===== src/rtl/bone_palette_partitioner_macros.svh =====
// ----------------------------------------------------------------------------
// Bone palette partitioner assertion macros
// Shared concurrent assertion helpers, clocked on i_clk, off during reset.
// ----------------------------------------------------------------------------
`ifndef BONE_PALETTE_PARTITIONER_MACROS_SVH
`define BONE_PALETTE_PARTITIONER_MACROS_SVH

// same-cycle implication
`define BPP_ASSERT_NOW(label, ante, cons) \
    label: assert property (@(posedge i_clk) disable iff (!i_rst_n) (ante) |-> (cons)) \
        else $error("bone palette partitioner check failed");

// next-cycle implication
`define BPP_ASSERT_NEXT(label, ante, cons) \
    label: assert property (@(posedge i_clk) disable iff (!i_rst_n) (ante) |=> (cons)) \
        else $error("bone palette partitioner check failed");

`endif


===== src/rtl/bpp_pkg.sv =====
// ----------------------------------------------------------------------------
// bpp_pkg
// Constants, command and status types shared by the partitioner modules.
// ----------------------------------------------------------------------------
`timescale 1ns / 1ps

package bpp_pkg;

    localparam int PALETTE_SIZE_DEF    = 32;
    localparam int BONE_TABLE_SIZE_DEF = 256;

    localparam int MAX_NEW      = 12;   // bone references per face
    localparam int FACE_W       = 16;
    localparam int IDX_W        = 18;
    localparam int MESH_W       = 8;
    localparam int BONE_W       = 8;
    localparam int VB_W         = 32;
    localparam int VALID_W      = 6;
    localparam int SLOT_W       = 5;
    localparam int TB_W         = 8;
    localparam int NEW_W        = 4;
    localparam int SU_W         = 6;
    localparam int IN_TDATA_W   = 120;
    localparam int OUT_TDATA_W  = 64;

    localparam logic [BONE_W-1:0] DUMMY_BONE = 8'hFF;

    // kind of palette run being emitted
    typedef enum logic [1:0] {
        EM_IDENT,
        EM_CLOSE,
        EM_LAST
    } t_emit;

    typedef struct packed {
        logic  ram_clr;
        logic  load;
        logic  alloc_clr;
        logic  gth_start;
        logic  gth_run;
        logic  commit;
        logic  emit_start;
        t_emit emit_mode;
        logic  emit_run;
    } t_cmd;

    typedef struct packed {
        logic clr_done;
        logic tb_zero;
        logic tb_small;
        logic last;
        logic overflow;
        logic gth_done;
        logic commit_done;
        logic emit_done;
    } t_status;

endpackage


===== src/rtl/bpp_ram.sv =====
// ----------------------------------------------------------------------------
// bpp_ram
// Generic single-write, single-read RAM with registered read data.
// ----------------------------------------------------------------------------
`timescale 1ns / 1ps

module bpp_ram #(
    parameter int WIDTH = 6,
    parameter int DEPTH = 256
) (
    input  logic                     i_clk,
    input  logic                     i_we,
    input  logic [$clog2(DEPTH)-1:0] i_waddr,
    input  logic [WIDTH-1:0]         i_wdata,
    input  logic [$clog2(DEPTH)-1:0] i_raddr,
    output logic [WIDTH-1:0]         o_rdata
);

    logic [WIDTH-1:0] r_mem [DEPTH];
    logic [WIDTH-1:0] r_rdata;

    // write port and registered read
    always_ff @(posedge i_clk) begin
        if (i_we) begin
            r_mem[i_waddr] <= i_wdata;
        end
        r_rdata <= r_mem[i_raddr];
    end

    assign o_rdata = r_rdata;

endmodule


===== src/rtl/bpp_ctrl.sv =====
// ----------------------------------------------------------------------------
// bpp_ctrl
// Sequencer: clear pass, accept, gather, overflow close, commit, emission.
// ----------------------------------------------------------------------------
`timescale 1ns / 1ps
`include "bone_palette_partitioner_macros.svh"

module bpp_ctrl (
    input  logic             i_clk,
    input  logic             i_rst_n,
    input  logic             i_in_valid,
    output logic             o_in_ready,
    input  bpp_pkg::t_status i_status,
    output bpp_pkg::t_cmd    o_cmd
);

    typedef enum logic [2:0] {
        S_CLR,
        S_IDLE,
        S_MODE,
        S_GATHER,
        S_CHECK,
        S_COMMIT,
        S_CLOSE,
        S_EMIT
    } t_state;

    t_state         r_state;
    t_state         n_state;
    bpp_pkg::t_emit r_mode;

    // command decode
    always_comb begin
        o_cmd           = '0;
        o_cmd.emit_mode = bpp_pkg::EM_LAST;
        n_state         = r_state;
        case (r_state)
            S_CLR: begin
                o_cmd.ram_clr = 1'b1;
                if (i_status.clr_done) n_state = S_IDLE;
            end
            S_IDLE: begin
                o_cmd.load = 1'b1;
                if (i_in_valid) n_state = S_MODE;
            end
            S_MODE: begin
                if (i_status.tb_zero) begin
                    n_state = S_IDLE;
                end else if (i_status.tb_small) begin
                    if (i_status.last) begin
                        o_cmd.emit_start = 1'b1;
                        o_cmd.emit_mode  = bpp_pkg::EM_IDENT;
                        n_state          = S_EMIT;
                    end else begin
                        n_state = S_IDLE;
                    end
                end else begin
                    o_cmd.gth_start = 1'b1;
                    n_state         = S_GATHER;
                end
            end
            S_GATHER: begin
                o_cmd.gth_run = 1'b1;
                if (i_status.gth_done) n_state = S_CHECK;
            end
            S_CHECK: begin
                if (i_status.overflow) begin
                    o_cmd.emit_start = 1'b1;
                    o_cmd.emit_mode  = bpp_pkg::EM_CLOSE;
                    n_state          = S_EMIT;
                end else begin
                    n_state = S_COMMIT;
                end
            end
            S_COMMIT: begin
                o_cmd.commit = 1'b1;
                if (i_status.commit_done) n_state = S_CLOSE;
            end
            S_CLOSE: begin
                if (i_status.last) begin
                    o_cmd.emit_start = 1'b1;
                    o_cmd.emit_mode  = bpp_pkg::EM_LAST;
                    n_state          = S_EMIT;
                end else begin
                    n_state = S_IDLE;
                end
            end
            S_EMIT: begin
                o_cmd.emit_run = 1'b1;
                if (i_status.emit_done) begin
                    if (r_mode == bpp_pkg::EM_CLOSE) begin
                        // retry the face on a fresh palette
                        o_cmd.alloc_clr = 1'b1;
                        o_cmd.gth_start = 1'b1;
                        n_state         = S_GATHER;
                    end else begin
                        n_state = S_IDLE;
                    end
                end
            end
            default: n_state = S_CLR;
        endcase
    end

    assign o_in_ready = (r_state == S_IDLE);

    // state register
    always_ff @(posedge i_clk) begin
        if (!i_rst_n) begin
            r_state <= S_CLR;
            r_mode  <= bpp_pkg::EM_LAST;
        end else begin
            r_state <= n_state;
            if (o_cmd.emit_start) r_mode <= o_cmd.emit_mode;
        end
    end

    `BPP_ASSERT_NEXT(a_accept_to_mode, (r_state == S_IDLE) && i_in_valid, r_state == S_MODE)

endmodule


===== src/rtl/bpp_datapath.sv =====
// ----------------------------------------------------------------------------
// bpp_datapath
// Bone-to-slot lookup, palette allocation, commit and palette run output.
// ----------------------------------------------------------------------------
`timescale 1ns / 1ps
`include "bone_palette_partitioner_macros.svh"

module bpp_datapath #(
    parameter int PALETTE_SIZE    = bpp_pkg::PALETTE_SIZE_DEF,
    parameter int BONE_TABLE_SIZE = bpp_pkg::BONE_TABLE_SIZE_DEF
) (
    input  logic                              i_clk,
    input  logic                              i_rst_n,
    input  bpp_pkg::t_cmd                     i_cmd,
    output bpp_pkg::t_status                  o_status,
    input  logic                              i_cfg_valid,
    input  logic [bpp_pkg::TB_W-1:0]          i_cfg_data,
    input  logic                              i_s_tvalid,
    input  logic [bpp_pkg::IN_TDATA_W-1:0]    i_s_tdata,
    input  logic [0:0]                        i_s_tuser,
    input  logic                              i_s_tlast,
    output logic                              o_m_tvalid,
    input  logic                              i_m_tready,
    output logic [bpp_pkg::OUT_TDATA_W-1:0]   o_m_tdata,
    output logic                              o_m_tlast
);

    localparam int ADDR_W = $clog2(BONE_TABLE_SIZE);
    localparam int CNT_W  = $clog2(BONE_TABLE_SIZE + 1);
    localparam int STD    = PALETTE_SIZE - 1;
    localparam int STW    = $clog2(PALETTE_SIZE - 1);
    localparam int SLW    = $clog2(PALETTE_SIZE);
    localparam int FRW    = $clog2(bpp_pkg::MAX_NEW);
    localparam int SU_W   = bpp_pkg::SU_W;
    localparam int NEW_W  = bpp_pkg::NEW_W;
    localparam int BONE_W = bpp_pkg::BONE_W;

    // item registers
    logic [bpp_pkg::TB_W-1:0]     r_tb;
    logic [bpp_pkg::FACE_W-1:0]   r_face;
    logic                         r_last;
    logic [bpp_pkg::MESH_W-1:0]   r_mesh;
    logic [3*bpp_pkg::VB_W-1:0]   r_vb;

    // allocation state
    logic [bpp_pkg::FACE_W-1:0]   r_start;
    logic [SU_W-1:0]              r_su;
    logic [NEW_W-1:0]             r_n;
    logic [BONE_W-1:0]            r_stb   [STD];
    logic [BONE_W-1:0]            r_fresh [bpp_pkg::MAX_NEW];

    // gather pipeline
    logic [NEW_W-1:0]             r_gk;
    logic                         r_chk_v;
    logic [BONE_W-1:0]            r_chk_b;
    logic                         r_fw_v;
    logic [BONE_W-1:0]            r_fw_b;
    logic [SU_W-1:0]              r_fw_val;
    logic [NEW_W-1:0]             r_cj;
    logic [CNT_W-1:0]             r_clr_cnt;

    // emission
    logic [bpp_pkg::FACE_W-1:0]   r_e_start;
    logic [bpp_pkg::FACE_W:0]     r_e_faces;
    logic [bpp_pkg::VALID_W-1:0]  r_e_valid;
    logic                         r_e_ident;
    logic [bpp_pkg::MESH_W-1:0]   r_e_mesh;
    logic [SLW-1:0]               r_e_s;

    // output register
    logic                         r_o_valid;
    logic [bpp_pkg::IDX_W-1:0]    r_o_start;
    logic [bpp_pkg::IDX_W-1:0]    r_o_count;
    logic [bpp_pkg::MESH_W-1:0]   r_o_mesh;
    logic [bpp_pkg::VALID_W-1:0]  r_o_vslots;
    logic [bpp_pkg::SLOT_W-1:0]   r_o_slot;
    logic [BONE_W-1:0]            r_o_bone;
    logic                         r_o_last;

    logic                         load;
    logic                         alloc_clr;
    logic                         clr_done;
    logic [NEW_W-1:0]             gk_idx;
    logic [BONE_W-1:0]            gth_byte;
    logic [SU_W-1:0]              ram_rdata;
    logic                         ram_we;
    logic [ADDR_W-1:0]            ram_waddr;
    logic [SU_W-1:0]              ram_wdata;
    logic [SU_W-1:0]              v;
    logic [SU_W-1:0]              j;
    logic [STW-1:0]               stb_idx;
    logic [BONE_W-1:0]            stb_rd;
    logic [NEW_W-1:0]             fr_idx;
    logic [BONE_W-1:0]            fr_rd;
    logic                         in_tbl;
    logic                         mapped_lo;
    logic                         mapped_hi;
    logic                         is_new;
    logic [SU_W-1:0]              new_slot;
    logic [SU_W-1:0]              cs;
    logic                         commit_done;
    logic                         load_o;
    logic [bpp_pkg::FACE_W-1:0]   diff;
    logic [BONE_W-1:0]            bone_e;

    assign load      = i_cmd.load && i_s_tvalid;
    assign alloc_clr = i_cmd.alloc_clr || (load && i_s_tuser[0]);
    assign clr_done  = (r_clr_cnt == CNT_W'(BONE_TABLE_SIZE));

    // bone byte to look up this cycle
    assign gk_idx   = (r_gk < NEW_W'(bpp_pkg::MAX_NEW)) ? r_gk : '0;
    assign gth_byte = r_vb[{gk_idx, 3'b000} +: BONE_W];

    // slot lookup, forwarded from the write of the previous cycle
    assign v        = (r_fw_v && (r_fw_b == r_chk_b)) ? r_fw_val : ram_rdata;
    assign j        = v - r_su;
    assign stb_idx  = i_cmd.emit_run ? r_e_s[STW-1:0] : v[STW-1:0];
    assign stb_rd   = (32'(stb_idx) < STD) ? r_stb[stb_idx] : bpp_pkg::DUMMY_BONE;
    assign fr_idx   = i_cmd.commit ? r_cj : ((j < SU_W'(r_n)) ? j[NEW_W-1:0] : '0);
    assign fr_rd    = (fr_idx < NEW_W'(bpp_pkg::MAX_NEW)) ? r_fresh[fr_idx[FRW-1:0]] : '0;

    // a stored slot counts only if the inverse table points back at the bone
    assign in_tbl    = ({1'b0, r_chk_b} < 9'(BONE_TABLE_SIZE));
    assign mapped_lo = (v < r_su) && (stb_rd == r_chk_b);
    assign mapped_hi = (v >= r_su) && (j < SU_W'(r_n)) && (fr_rd == r_chk_b);
    assign is_new    = i_cmd.gth_run && r_chk_v && in_tbl && !mapped_lo && !mapped_hi
                       && (r_n < NEW_W'(bpp_pkg::MAX_NEW));
    assign new_slot  = r_su + SU_W'(r_n);

    // table RAM: clearing pass, then lookup writes
    assign ram_we    = i_cmd.ram_clr ? !clr_done : is_new;
    assign ram_waddr = i_cmd.ram_clr ? r_clr_cnt[ADDR_W-1:0] : r_chk_b[ADDR_W-1:0];
    assign ram_wdata = i_cmd.ram_clr ? '0 : new_slot;

    bpp_ram #(
        .WIDTH (SU_W),
        .DEPTH (BONE_TABLE_SIZE)
    ) u_bone_to_slot (
        .i_clk   (i_clk),
        .i_we    (ram_we),
        .i_waddr (ram_waddr),
        .i_wdata (ram_wdata),
        .i_raddr (gth_byte[ADDR_W-1:0]),
        .o_rdata (ram_rdata)
    );

    assign cs          = r_su + SU_W'(r_cj);
    assign commit_done = (r_cj == r_n);

    // emission entry
    assign load_o = i_cmd.emit_run && (!r_o_valid || i_m_tready);
    assign diff   = r_face - r_start;
    always_comb begin
        if (r_e_ident) begin
            bone_e = (BONE_W'(r_e_s) < r_tb) ? BONE_W'(r_e_s) : bpp_pkg::DUMMY_BONE;
        end else begin
            bone_e = (32'(r_e_s) < STD) ? stb_rd : bpp_pkg::DUMMY_BONE;
        end
    end

    // status
    assign o_status.clr_done    = clr_done;
    assign o_status.tb_zero     = (r_tb == '0);
    assign o_status.tb_small    = ({1'b0, r_tb} < 9'(PALETTE_SIZE));
    assign o_status.last        = r_last;
    assign o_status.overflow    = ({1'b0, r_su} + 7'(r_n)) > 7'(PALETTE_SIZE - 1);
    assign o_status.gth_done    = (r_gk == NEW_W'(bpp_pkg::MAX_NEW)) && !r_chk_v;
    assign o_status.commit_done = commit_done;
    assign o_status.emit_done   = (!r_o_valid || i_m_tready) && (32'(r_e_s) == STD);

    // control state
    always_ff @(posedge i_clk) begin
        if (!i_rst_n) begin
            r_tb      <= '0;
            r_start   <= '0;
            r_su      <= '0;
            r_n       <= '0;
            r_gk      <= '0;
            r_chk_v   <= 1'b0;
            r_fw_v    <= 1'b0;
            r_cj      <= '0;
            r_clr_cnt <= '0;
            r_e_s     <= '0;
            r_o_valid <= 1'b0;
            for (int i = 0; i < STD; i++) r_stb[i] <= bpp_pkg::DUMMY_BONE;
        end else begin
            if (i_cfg_valid) r_tb <= i_cfg_data;
            if (i_cmd.ram_clr && !clr_done) r_clr_cnt <= r_clr_cnt + 1'b1;

            if (alloc_clr) begin
                r_su    <= '0;
                r_start <= load ? i_s_tdata[bpp_pkg::FACE_W-1:0] : r_face;
                for (int i = 0; i < STD; i++) r_stb[i] <= bpp_pkg::DUMMY_BONE;
            end

            if (i_cmd.gth_start) begin
                r_gk    <= '0;
                r_n     <= '0;
                r_cj    <= '0;
                r_chk_v <= 1'b0;
                r_fw_v  <= 1'b0;
            end else if (i_cmd.gth_run) begin
                r_chk_v <= (r_gk < NEW_W'(bpp_pkg::MAX_NEW));
                if (r_gk < NEW_W'(bpp_pkg::MAX_NEW)) r_gk <= r_gk + 1'b1;
                r_fw_v <= is_new;
                if (is_new) r_n <= r_n + 1'b1;
            end

            // copy the new bones into the palette, one a cycle
            if (i_cmd.commit) begin
                if (!commit_done) begin
                    r_cj <= r_cj + 1'b1;
                    if (32'(cs) < STD) r_stb[cs[STW-1:0]] <= fr_rd;
                end else begin
                    r_su <= r_su + SU_W'(r_n);
                end
            end

            if (i_cmd.emit_start) begin
                r_e_s <= '0;
            end else if (load_o) begin
                r_e_s <= r_e_s + 1'b1;
            end

            if (load_o) begin
                r_o_valid <= 1'b1;
            end else if (i_m_tready) begin
                r_o_valid <= 1'b0;
            end
        end
    end

    // payload registers
    always_ff @(posedge i_clk) begin
        if (load) begin
            r_face <= i_s_tdata[15:0];
            r_mesh <= i_s_tdata[23:16];
            r_vb   <= i_s_tdata[119:24];
            r_last <= i_s_tlast;
        end
        if (i_cmd.gth_run && (r_gk < NEW_W'(bpp_pkg::MAX_NEW))) begin
            r_chk_b <= gth_byte;
        end
        if (is_new) begin
            r_fresh[r_n[FRW-1:0]] <= r_chk_b;
            r_fw_b                <= r_chk_b;
            r_fw_val              <= new_slot;
        end
        if (i_cmd.emit_start) begin
            r_e_start <= r_start;
            r_e_mesh  <= r_mesh;
            r_e_ident <= (i_cmd.emit_mode == bpp_pkg::EM_IDENT);
            if (i_cmd.emit_mode == bpp_pkg::EM_CLOSE) begin
                r_e_faces <= {1'b0, diff};
            end else begin
                r_e_faces <= {1'b0, diff} + 17'd1;
            end
            if (i_cmd.emit_mode == bpp_pkg::EM_IDENT) begin
                r_e_valid <= r_tb[bpp_pkg::VALID_W-1:0] + 1'b1;
            end else begin
                r_e_valid <= r_su + 1'b1;
            end
        end
        if (load_o) begin
            r_o_start  <= {2'b00, r_e_start} + {1'b0, r_e_start, 1'b0};
            r_o_count  <= {1'b0, r_e_faces} + {r_e_faces, 1'b0};
            r_o_mesh   <= r_e_mesh;
            r_o_vslots <= r_e_valid;
            r_o_slot   <= bpp_pkg::SLOT_W'(r_e_s);
            r_o_bone   <= bone_e;
            r_o_last   <= (32'(r_e_s) == STD);
        end
    end

    assign o_m_tvalid = r_o_valid;
    assign o_m_tlast  = r_o_last;
    assign o_m_tdata  = {1'b0, r_o_bone, r_o_slot, r_o_vslots, r_o_mesh, r_o_count, r_o_start};

    `BPP_ASSERT_NOW(a_su_bound, 1'b1, r_su <= SU_W'(PALETTE_SIZE - 1))
    `BPP_ASSERT_NOW(a_new_bound, 1'b1, r_n <= NEW_W'(bpp_pkg::MAX_NEW))
    `BPP_ASSERT_NOW(a_run_end, r_o_valid, r_o_last == (32'(r_o_slot) == STD))

endmodule


===== src/rtl/bone_palette_partitioner.sv =====
// Per face, accept to next accept: accept, mode check, a lookup pass over 12 bones,
//   overflow check, commit of the new bones, close.
// Identity or zero mode: accept and mode check. A closed submesh adds a run of
//   PALETTE_SIZE results; an overflow close adds one run plus a second lookup pass.
// Reset: synchronous, active low; then a clearing pass over the bone table RAM,
//   with tready low. Config writes are taken at any time.
// ----------------------------------------------------------------------------
// bone_palette_partitioner
// Splits skinned mesh faces into submeshes with bounded bone palettes.
// ----------------------------------------------------------------------------
`timescale 1ns / 1ps

module bone_palette_partitioner #(
    parameter int PALETTE_SIZE    = bpp_pkg::PALETTE_SIZE_DEF,
    parameter int BONE_TABLE_SIZE = bpp_pkg::BONE_TABLE_SIZE_DEF
) (
    input  logic                            i_clk,
    input  logic                            i_rst_n,
    // configuration: total_bones
    input  logic                            i_cfg_valid,
    output logic                            o_cfg_ready,
    input  logic [bpp_pkg::TB_W-1:0]        i_cfg_data,
    // face requests
    input  logic                            i_s_axis_tvalid,
    output logic                            o_s_axis_tready,
    // face_number, source_mesh, vertex0_bones, vertex1_bones, vertex2_bones
    input  logic [bpp_pkg::IN_TDATA_W-1:0]  i_s_axis_tdata,
    // first_face
    input  logic [0:0]                      i_s_axis_tuser,
    input  logic                            i_s_axis_tlast,     // last_face
    // palette entries
    output logic                            o_m_axis_tvalid,
    input  logic                            i_m_axis_tready,
    // index_start, index_count, mesh_of_origin, valid_slots, slot, bone, zero pad
    output logic [bpp_pkg::OUT_TDATA_W-1:0] o_m_axis_tdata,
    output logic                            o_m_axis_tlast      // run_end
);

    bpp_pkg::t_cmd    cmd;
    bpp_pkg::t_status status;

    assign o_cfg_ready = 1'b1;

    bpp_ctrl u_ctrl (
        .i_clk      (i_clk),
        .i_rst_n    (i_rst_n),
        .i_in_valid (i_s_axis_tvalid),
        .o_in_ready (o_s_axis_tready),
        .i_status   (status),
        .o_cmd      (cmd)
    );

    bpp_datapath #(
        .PALETTE_SIZE    (PALETTE_SIZE),
        .BONE_TABLE_SIZE (BONE_TABLE_SIZE)
    ) u_datapath (
        .i_clk       (i_clk),
        .i_rst_n     (i_rst_n),
        .i_cmd       (cmd),
        .o_status    (status),
        .i_cfg_valid (i_cfg_valid),
        .i_cfg_data  (i_cfg_data),
        .i_s_tvalid  (i_s_axis_tvalid),
        .i_s_tdata   (i_s_axis_tdata),
        .i_s_tuser   (i_s_axis_tuser),
        .i_s_tlast   (i_s_axis_tlast),
        .o_m_tvalid  (o_m_axis_tvalid),
        .i_m_tready  (i_m_axis_tready),
        .o_m_tdata   (o_m_axis_tdata),
        .o_m_tlast   (o_m_axis_tlast)
    );

endmodule


===== config.mk =====
export PLATFORM = sky130hd
export DESIGN_NAME = bone_palette_partitioner
export DESIGN_NICKNAME = d
export VERILOG_FILES = /design/src/rtl/bpp_pkg.sv /design/src/rtl/bpp_ram.sv /design/src/rtl/bpp_ctrl.sv /design/src/rtl/bpp_datapath.sv /design/src/rtl/bone_palette_partitioner.sv
export VERILOG_INCLUDE_DIRS = /design/src /design/src/rtl
export SDC_FILE = /design/constraint.sdc
export NUM_CORES = 2
export LEC_CHECK = 0
export BUFFER_PORTS_ARGS = -buffer_cell sky130_fd_sc_hd__buf_2
export CORE_ASPECT_RATIO = 1.5
export CORE_MARGIN = 4
export CORE_UTILIZATION = 35
export CTS_CLUSTER_DIAMETER = 60
export DETAILED_ROUTE_END_ITERATION = 16
export SETUP_SLACK_MARGIN = 0.3
export SYNTH_ARGS = -nofsm -noshare
export SYNTH_HDL_FRONTEND = slang
export SYNTH_SLANG_ARGS = --single-unit

===== constraint.sdc =====
create_clock -name i_clk -period 15.35 [get_ports i_clk]
set_input_delay 2.3025 -clock i_clk [delete_from_list [all_inputs] [get_ports i_clk]]
set_output_delay 2.3025 -clock i_clk [all_outputs]
set_load 0.02 [all_outputs]

==> results.cfg <==
[sta]
timing.final.crit_share_pct = 62.6
worst-slew-pin-transition_ns = 1.44
finalHoldViolations = 0
rsz0062_at_grt = false
slew_viol_final = 0
setup_viol = 0
fin_worst_skew_ns = 0.0767
post-route-min-period_ns = 9.61
fin_hold_ws_ns = 0.419
fin_tns_setup_ns = 0
timing.final.ws_setup_ns = 5.74
slew_headroom_pct = 4.22
max_freq_mhz = 104

[floorplanning]
dieArea_um2 = 274000
rows = 231
core-area_um2 = 264000
die_w_um = 429
die_y_um = 639
pin_count = 203
start_util_pct = 35.2

[critical_path]
rr_worst_depth = 26
worstSetupPathType = flip-flop to flip-flop
start_kind = flip-flop
r2r_slack_ns = 5.74
rr_startpoint = u_datapath.r_chk_b[0]
r2r_end = u_datapath.u_bone_to_slot.r_mem[139][1]
critPathArrivalTime_ns = 10.11
setup.worst_path.start = u_datapath.r_chk_b[0]
endpoint_kind = flip-flop
required_ns = 15.85
path_max_fanout = 140
crit_end = u_datapath.u_bone_to_slot.r_mem[139][1]

[synth]
synth.most_common_cell = edfxtp_1
async_reset_ff_share_pct = 0
netlist_area_um2 = 92800
netlist.area_leader.share_pct = 68.8
ys_ff_latch = 2213
ys_seq_area_share_pct = 70.6
synth_cells = 5551
ys_top_cells_by_area = edfxtp_1, mux4_2, mux2i_1, nand2_1, dfxtp_1
syn_avg_cell_area_um2 = 16.7
synth_flop_cell = edfxtp_1
yosysTopAreaCell = edfxtp_1
synth_common_cells = edfxtp_1, nand2_1, mux2i_1, mux4_2, nor3_1
synth_edf_count = 2127
synth_cell_types = 83
ys_warn_count = 0

[flow_run]
drv_cap = 0

[clock_tree]
cts_made_buffers = 200
htree_levels = 4
ctsResizeCount = 0
clk_pin_slew_worst_paths_ns = 0.07
ctsHoldBuffers = 0
postCtsSetupBuffers = 0
clk_latency_ns = 0.86
clock-sinks = 2213
cts_tree = done
clockRootBuffer = clkbuf_16
clockBufferDepth = 4

[power]
irDropWorstVdd_v = 0.000110
p_leak_nw = 34.0
p_per_area_nw_per_um2 = 114

[min_path]
hold_path_class = flip-flop to flip-flop

[cells_and_area]
syn_to_final_growth_pct = 12.9
fin_util_pct = 39.7
fin_nets = 5976
stdcell_count = 9415
layout-drive-gt1-share_pct = 18.9

[detailed_routing]
routedWlPerCell_um = 26.4
wirelength_mm = 249
drcViolationCount = 0
wl_met3_mm = 10.9
wl_met1_mm = 89.6
drtIter0Drc = 4293
postRouteAntennaNets = 0
wl_met2_mm = 134
maxUsedRoutingLayer = met4
vias = 50700
viasPerCell = 5.39
dr.pass1.iters = 8

[global_routing]
grt_pass1_wl_mm = 363
grt_pass1_vias = 53100
grt_usage_pct = 17.7
grt_max_degree = 175
antenna_found_initial = 9
gr-total-overflow = 0

[placement]
post-place-ws_ns = 5.91
dp.cells = 9046
gp_routability_congestion = 0.889
io_buffers = 200
hpwlAfterDp_mm = 158

[status]
status = finished, final reports clean
[cell type report]
class / count / area (um2)
clock inverters: 129 / 1430
repair buffers: 323 / 2070
multi-input cells: 2895 / 25700
flip-flops and latches: 2213 / 65600
diodes: 10 / 25.0
clock buffers: 230 / 5190
fillers: 23700 / 159000
inverters: 120 / 450
well taps: 3495 / 4370
[layout by cell type, fill, tap and decap left out, types with 15 or more instances in the layout]
master / netlist / routed
a21oi_1: 97 / 89
a211oi_1: 95 / 92
clkinvlp_4: 0 / 15
buf_2: 29 / 200
o211ai_1: 22 / 22
nand4_1: 28 / 28
and2_1: 46 / 38
clkbuf_1: 202 / 25
o22ai_1: 22 / 22
nand3_1: 76 / 75
o21bai_1: 21 / 21
xnor2_1: 64 / 64
nand2_1: 522 / 521
ha_1: 82 / 82
clkbuf_16: 0 / 202
clkinv_2: 0 / 34
nor3_1: 290 / 288
edfxtp_1: 2127 / 2127
clkinv_1: 1 / 31
and3_1: 22 / 21
mux4_2: 392 / 392
o31a_1: 53 / 53
dfxtp_1: 86 / 86
inv_1: 119 / 117
a311oi_1: 17 / 16
nor2b_1: 15 / 15
mux2i_1: 452 / 451
mux2_2: 28 / 28
buf_4: 25 / 111
nor2_1: 185 / 183
xor2_1: 19 / 19
a21boi_0: 17 / 17
bufinv_16: 0 / 26
o21ai_0: 87 / 86
a31oi_1: 39 / 34
[critical path, cell delays in order, from the launching register on]
cell,delay (ns)
edfxtp_1,0.36
buf_4,0.24
xnor2_1,0.26
nand4_2,0.24
nor3_2,0.52
mux2i_1,0.42
inv_1,0.18
ha_1,0.36
o21a_1,0.17
o21a_1,0.18
nor2_1,0.26
ha_1,0.29
o21ai_1,0.20
o2111ai_1,0.34
o21ai_4,0.22
buf_4,0.45
mux2i_1,0.28
o22ai_1,0.17
a2111oi_4,0.35
buf_4,0.46
o221ai_1,0.18
or4_1,0.60
o21a_1,0.30
a21oi_4,0.20
buf_12,0.53
buf_4,0.86
nor3_1,0.36
[worst min path at each step]
stage          depth (start not counted)              startpoint                       to
2_1_floorplan                          0    u_datapath.r_mesh[0]   u_datapath.r_e_mesh[0]
3_3_place_gp                           0    u_datapath.r_mesh[0]   u_datapath.r_e_mesh[0]
3_5_place_dp                           0    u_datapath.r_mesh[7]   u_datapath.r_e_mesh[7]
4_1_cts                                0  u_datapath.r_e_mesh[4]   u_datapath.r_o_mesh[4]
5_1_grt                                0   u_datapath.r_start[3]  u_datapath.r_e_start[3]
6_report                               0    u_datapath.r_mesh[1]   u_datapath.r_e_mesh[1]
[routing by layer]
| metal | global-route usage [%] | vias to the layer above |
|---|---|---|
| met5 | 0 | - |
| met4 | 8.76 | 0 |
| met3 | 1.96 | 552 |
| met1 | 19.6 | 26200 |
| li1 | - | 22300 |
| met2 | 33.3 | 1696 |
[kinds of logic (layout without fill, tap and decap cells)]
| group | Yosys count | count (layout) | share of synthesized area, % |
|---|---|---|---|
| DFF | 2213 | 2213 | 70.6 |
| xor gates and xnor gates | 83 | 83 | 0.783 |
| other | 2 | 20 | 0.00809 |
| AOI/OAI and AO/OA | 576 | 576 | 4.33 |
| adders and majority gates | 88 | 88 | 1.23 |
| buffers and inverters | 451 | 802 | 2.03 |
| muxes | 873 | 873 | 14.7 |
| and+or+nand+nor | 1265 | 1265 | 6.24 |
[flip-flops by register name, summed over array words and instances, names as in the netlist, 9 cells and up]
name / cells
u_datapath.r_fresh: 96
u_datapath.r_vb: 96
u_datapath.r_face: 16
u_datapath.r_e_start: 16
u_datapath.r_e_faces: 17
u_datapath.r_o_start: 18
u_datapath.r_o_count: 18
u_datapath.u_bone_to_slot.r_mem: 1536
u_datapath.r_start: 16
u_datapath.r_clr_cnt: 9
u_datapath.r_stb: 256
[where the power goes]
part | internal (mW) | total (mW) | switching (mW)
combinational | 0.0931 | 0.268 | 0.175
sequential | 6.55 | 6.56 | 0.00929
clock | 2.88 | 5.11 | 2.23
total | 9.52 | 11.9 | 2.41
[per-stage QoR]
stage          cell area, um2  power [mW]
2_1_floorplan           92900        6.86
3_3_place_gp            98200        6.96
3_5_place_dp            98200        6.96
4_1_cts                105000        12.0
5_1_grt                105000        12.3
6_report               105000        11.9
Power figures use the tool's default switching activity.
